[config.mk]
export PLATFORM = sky130hd
export DESIGN_NAME = clsl_stats
export DESIGN_NICKNAME = d
export VERILOG_FILES = /design/src/clsl_pkg.sv /design/src/clsl_stats.sv
export VERILOG_INCLUDE_DIRS = /design/src /design/src/src
export SDC_FILE = /design/constraint.sdc
export NUM_CORES = 1
export LEC_CHECK = 0
export ABC_AREA = 0
export BUFFER_PORTS_ARGS = -buffer_cell sky130_fd_sc_hd__clkbuf_2
export CORE_UTILIZATION = 45
export CTS_CLUSTER_SIZE = 24
export DETAILED_ROUTE_END_ITERATION = 16
export PLACE_DENSITY = 0.78
export SLEW_MARGIN = 20
export SYNTH_ARGS = -nofsm -noshare
export SYNTH_HDL_FRONTEND = slang
export SYNTH_SLANG_ARGS = --single-unit
export TNS_END_PERCENT = 1
[constraint.sdc]
create_clock -name i_clk -period 4.7 [get_ports i_clk]
set_input_delay 0.94 -clock i_clk [delete_from_list [all_inputs] [get_ports i_clk]]
set_output_delay 0.94 -clock i_clk [all_outputs]
set_load 0.05 [all_outputs]
[src/assert_macros.svh]
// ----------------------------------------------------------------------------
// Assertion macros
// Concurrent assertion wrappers shared by the RTL; they expand to nothing
// when SYNTH is defined.
// ----------------------------------------------------------------------------
`ifndef ASSERT_MACROS_SVH
`define ASSERT_MACROS_SVH

`ifndef SYNTH

// clocked check, switched off while reset is asserted
`define CLSL_ASSERT(lbl, clk, rst_n, prop) \
    lbl: assert property (@(posedge clk) disable iff (!rst_n) prop) \
        else $error("assertion failed");

// clocked check that also holds through reset
`define CLSL_ASSERT_ALWAYS(lbl, clk, prop) \
    lbl: assert property (@(posedge clk) prop) \
        else $error("assertion failed");

`else

`define CLSL_ASSERT(lbl, clk, rst_n, prop)
`define CLSL_ASSERT_ALWAYS(lbl, clk, prop)

`endif

`endif

[src/clsl_pkg.sv]
// ----------------------------------------------------------------------------
// clsl_pkg
// Request codes, fixed field widths and the statistics update bundle for
// the cache line state / LRU block.
// ----------------------------------------------------------------------------
package clsl_pkg;

    // fixed field widths
    localparam int REQ_W    = 3;
    localparam int LINE_W   = 8;
    localparam int END_W    = 9;
    localparam int VICTIM_W = 8;
    localparam int COUNT_W  = 32;

    // request codes
    localparam logic [REQ_W-1:0] REQ_FILL  = 3'd0;
    localparam logic [REQ_W-1:0] REQ_TOUCH = 3'd1;
    localparam logic [REQ_W-1:0] REQ_DIRTY = 3'd2;
    localparam logic [REQ_W-1:0] REQ_QUERY = 3'd3;
    localparam logic [REQ_W-1:0] REQ_PICK  = 3'd4;

    // statistics update strobes from the sequencer
    typedef struct packed {
        logic miss;
        logic hit;
        logic wb;
    } t_stat_upd;

endpackage

[src/clsl_stats.sv]
// ----------------------------------------------------------------------------
// clsl_stats
// Saturating miss, hit and writeback counters and the global use clock
// that supplies line stamps.
// ----------------------------------------------------------------------------
`include "assert_macros.svh"

module clsl_stats
    import clsl_pkg::*;
#(
    parameter int STAMP_BITS = 32
) (
    input  logic                  i_clk,
    input  logic                  i_rst_n,
    input  t_stat_upd             i_upd,
    output logic [COUNT_W-1:0]    o_miss,
    output logic [COUNT_W-1:0]    o_hit,
    output logic [COUNT_W-1:0]    o_wb,
    output logic [STAMP_BITS-1:0] o_use_clock
);

    logic [COUNT_W-1:0]    r_miss;
    logic [COUNT_W-1:0]    r_hit;
    logic [COUNT_W-1:0]    r_wb;
    logic [STAMP_BITS-1:0] r_clock;

    // counters and clock stop at all ones
    always_ff @(posedge i_clk) begin
        if (!i_rst_n) begin
            r_miss  <= '0;
            r_hit   <= '0;
            r_wb    <= '0;
            r_clock <= STAMP_BITS'(1);
        end else begin
            if (i_upd.miss && !(&r_miss)) begin
                r_miss <= r_miss + 1'b1;
            end
            if (i_upd.wb && !(&r_wb)) begin
                r_wb <= r_wb + 1'b1;
            end
            if (i_upd.hit) begin
                if (!(&r_hit)) begin
                    r_hit <= r_hit + 1'b1;
                end
                if (!(&r_clock)) begin
                    r_clock <= r_clock + 1'b1;
                end
            end
        end
    end

    assign o_miss      = r_miss;
    assign o_hit       = r_hit;
    assign o_wb        = r_wb;
    assign o_use_clock = r_clock;

    // assertions
    `CLSL_ASSERT(a_clock_nonzero, i_clk, i_rst_n, r_clock != '0)
    `CLSL_ASSERT(a_miss_monotonic, i_clk, i_rst_n, 1'b1 |=> r_miss >= $past(r_miss))
    `CLSL_ASSERT(a_hit_only_on_touch, i_clk, i_rst_n, !i_upd.hit |=> r_hit == $past(r_hit))

endmodule

## After elaboration in Yosys (flattened, before gate mapping)

Index checks and enable logic that the tools add are counted.

| storage, ports and cells | value |
|---|---|
| bits in registers | 128 |
| bits of input ports | 5 |
| word-level logic and storage cells | 20 |

| cells by class | value |
|---|---|
| bitwise operators | 2 |
| add/subtract/negate cells | 4 |
| reductions and logical operators | 10 |

Operator list:

| operator | number |
|---|---|
| $add 32x1->32 const B | 4 |
| $reduce_and 32->1 | 4 |
| $reduce_and 2->1 | 2 |
| $logic_and 1x1->1 | 2 |
| $logic_not 1->1 | 2 |
| $not 1->1 | 2 |

## Depth between registers and ports, before layout

| logic depth | value |
|---|---|
| word-level depth | 3 |
| gate-level depth with buffers | 8 |

## Worst setup path after synthesis

No wires, ideal clock.

| timing | value |
|---|---|
| path type | register -> register |
| start point | register r_wb[7] (netlist: o_wb[7]) |
| end point | register r_wb[28] (netlist: o_wb[28]) |
| clock period less this slack | 2599 ps |
| cell stages (with the launch flop) | 8 |
| slack | 2101 ps |
| arrival | 2529 ps |
| path buffers | 2 |
| required time | 4630 ps |
| path through | dfxtp_1 > nand4_2 > or4_1 > buf_2 > or4_1 > buf_2 > or3_1 > a21oi_1 |

| between the ends | value |
|---|---|
| cells in the longest elaborated chain, start to end | 3 |
| elaborated cells on any way between the ends | 4 |

RTL lines:

| what | RTL line | source |
|---|---|---|
| from (decl) | clsl_stats.sv:24 | `logic [COUNT_W-1:0] r_wb;` |
| from (signal assigned) | clsl_stats.sv:39 | `r_wb <= r_wb + 1'b1;` |
| parallel branches: the longest is 3 deep, another holds $add 32x1->32 | -- |  |

Several ways; the timed one is not identified.
A chain may end at the register's enable or synchronous reset.

## Worst setup path after layout

| timing | value |
|---|---|
| start point | register r_clock[17] (netlist: o_use_clock[17]) |
| end point | register r_clock[11] (netlist: o_use_clock[11]) |

| between the ends | value |
|---|---|
| cells in the longest elaborated chain, start to end | 3 |

RTL lines:

| what | RTL line | source |
|---|---|---|
| from (decl) | clsl_stats.sv:25 | `logic [STAMP_BITS-1:0] r_clock;` |
| from (signal assigned) | clsl_stats.sv:46 | `r_clock <= r_clock + 1'b1;` |
| $reduce_and 32->1 | clsl_stats.sv:45 | `if (!(&r_clock)) begin` |
| $not 1->1 (no line) | -- |  |
| $reduce_and 2->1 (no line) | -- |  |

No other way between the ends.

==> flow_summary.json <==
{
  "status": "complete, no violations",
  "antenna_found_initial": 0,
  "hold_viol_final": 0,
  "relSlewSlack_pct": 30.2,
  "worstReg2RegStart": "o_use_clock[17]",
  "ys.flop_type": "dfxtp_1",
  "detail_route.first_pass.iterations": 5,
  "die_height_um": 121,
  "grt_pass1_vias": 5547,
  "boundaryPins": 133,
  "seq_area_um2": 2560,
  "cts_buffers": 17,
  "seqPwrFrac_pct": 44.2,
  "routedWlPerCell_um": 14.7,
  "drt_wl_total_um": 16000,
  "maxCapViolations": 0,
  "antenna_cells": 0,
  "synth_area_um2": 6410,
  "syn_to_final_growth_pct": 21.3,
  "slew_viol_final": 0,
  "synthCells": 775,
  "fp.dieArea_um2": 14700,
  "cellPowerDensity_nw_per_um2": 322,
  "overflow": 0,
  "arrival_ns": 3.00,
  "async_reset_ff_share_pct": 0,
  "ctsHoldBuffers": 0,
  "synth_nets": 784,
  "p_comb_share_pct": 3.8,
  "synth_seq_area_share_pct": 40.0,
  "drc": 0,
  "fin_nets": 902,
  "cp-end-kind": "flip-flop",
  "p_int_w": 0.00193,
  "fmax_ghz": 0.374,
  "cts.clk_slew.worst_paths_ns": 0.06,
  "min_period_over_period_pct": 56.9,
  "htree_num_levels": 4,
  "yosysUniqueCellTypes": 50,
  "ys_ff_latch": 128,
  "rows": 43,
  "cts.repair.resized": 0,
  "io_buffer_count": 132,
  "yosysTopAreaCellShare_pct": 40.0,
  "dpl.hpwl_um": 11000,
  "critPathRequiredTime_ns": 5.02,
  "worst_pin_slew_ns": 1.04,
  "synth_edf_count": 0,
  "finClkSkew_ns": 0.00583,
  "multiInputGateArea_um2": 3640,
  "cts_num_sinks": 128,
  "criticalPathCategory": "reg2reg",
  "grt_max_degree": 52,
  "clockRootBuffer": "clkbuf_16",
  "vias": 6266,
  "grt_pass1_wl_um": 26500,
  "fp.dieW_um": 121,
  "critical_path.startpoint": "o_use_clock[17]",
  "core-area_um2": 13900,
  "drive_gt1_share_pct": 20.0,
  "detail-route-antenna-nets": 0,
  "cts_tree": "yes",
  "clock_latency_ns": 0.42,
  "synth_top_area_cell": "dfxtp_1",
  "cts_setup_buffers": 0,
  "syn_area_per_cell_um2": 8.27,
  "initial_core_util_pct": 46.2,
  "min_path_type": "reg2reg",
  "switchingPower_w": 0.000573,
  "fin_hold_ws_ns": 0.497,
  "yosys_warnings": 0,
  "yosys-top-cells-area": "dfxtp_1 (40%), xnor2_1 (5.7%), nand4_1 (5.2%)",
  "p_leak_nw": 2.80,
  "first_iter_violations": 424,
  "grt_use_total_pct": 22.5,
  "cp_max_fo": 15,
  "tns_ns": 0,
  "place.gp.congestion": 0.853,
  "finalSetupViolations": 0,
  "hp-start": "o_wb[13]",
  "ir_worst_vdd_v": 0.000252,
  "cts_buffer_depth": 2,
  "pwr-share-clk_pct": 52.0,
  "avgViaCountPerCell": 5.77,
  "swShare_pct": 22.9,
  "cp-start-kind": "flip-flop",
  "rsz0062_at_grt": "false",
  "nFillCells": 1301,
  "post-route-min-period_ns": 2.68
}
-- final timing paths --
path	endpoint	slack, ns	depth (start not counted)
max	o_use_clock[11]	2.02	5
min	o_wb[13]	0.50	2
max reg2reg	o_use_clock[11]	2.02	5
min reg2reg	o_wb[13]	0.50	2
-- metal layers --
layer  GRT usage (%)  vias to the layer above  part of all wire [%]
li1                -                     3119                     -
met1            29.7                     2939                    47
met2            34.2                      179                    45
met3            5.69                       29                   5.5
met4            9.95                        0                   2.0
met5               0                        -                     0
-- through the flow --
step | total power [W] | util [%] | cell area [µm²] | setup WS (ns) | std cells
floorplan | 0.00120 | - | 6410 | 2.10 | 775
global placement | 0.00122 | 51.8 | 7200 | 2.03 | 1054
detailed placement | 0.00122 | 51.8 | 7200 | 2.00 | 1054
CTS | 0.00253 | 56.0 | 7780 | 2.02 | 1086
global route | 0.00258 | 56.0 | 7780 | 1.81 | 1086
finish | 0.00250 | 56.0 | 7780 | 2.02 | 1086
-- power by group through the flow --
stage | clock network (W) | registers (W) | logic [W]
6_report | 0.00130 | 0.00111 | 0.0000951
5_1_grt | 0.00137 | 0.00111 | 0.000104
4_1_cts | 0.00133 | 0.00111 | 0.0000960
3_5_place_dp | 0 | 0.00113 | 0.0000955
3_3_place_gp | 0 | 0.00113 | 0.0000937
2_1_floorplan | 0 | 0.00115 | 0.0000443
-- registers in the layout, indices dropped and copies added, names as in the netlist --
| name | cells |
|---|---|
| o_hit | 32 |
| o_miss | 32 |
| o_use_clock | 32 |
| o_wb | 32 |
-- kinds of logic after synthesis --
kind of cell / Yosys count / share of synthesized area [%]
simple gates: 370 / 31.0
compound gates: 145 / 14.6
flops: 128 / 40.0
buf+inv: 55 / 3.30
xor+xnor: 53 / 7.24
mux: 20 / 3.12
fa+ha+maj: 4 / 0.781
-- layout by cell type, fill, tap and decap left out, types with 11 or more instances in the layout --
cell,count
a211oi_1,13
a21oi_1,52
and4_1,16
clkbuf_16,17
clkbuf_2,132
dfxtp_1,128
inv_1,15
mux2i_1,20
nand2_1,74
nand2b_1,22
nand3_1,41
nand4_1,53
nor2_1,68
nor4_1,15
o21ai_0,27
o31ai_1,14
or3_1,27
or4_1,20
xnor2_1,42
xor2_1,11
-- synth_stat cells, types with 4 or more instances --
cell	n
dfxtp_1	128
nand2_1	74
nor2_1	68
nand4_1	53
a21oi_1	52
xnor2_1	42
nand3_1	41
clkbuf_1	34
o21ai_0	27
or3_1	27
nand2b_1	22
mux2i_1	20
or4_1	20
and4_1	16
inv_1	16
nor4_1	16
o31ai_1	14
a211oi_1	13
xor2_1	11
and3_1	10
nor3_1	10
a2111oi_0	8
buf_2	4
ha_1	4
o21a_1	4
-- layout make-up --
type                    instances  share of cell area (%)
multi-input cells             592                    46.9
flip-flops and latches        128                    32.9
repair buffers                137                    8.98
clock buffers                  21                    6.05
well taps                     180                    2.90
clock inverters                11                    1.45
inverters                      17                   0.836
-- critical path, stage by stage, from the launching register on --
cell and delay, ns:
dfxtp_1 0.42, nand4_1 0.32, or4_1 0.74, o21ai_1 0.77, o311ai_0 0.23, o41ai_1 0.10
(Power assumes the default switching activity.)
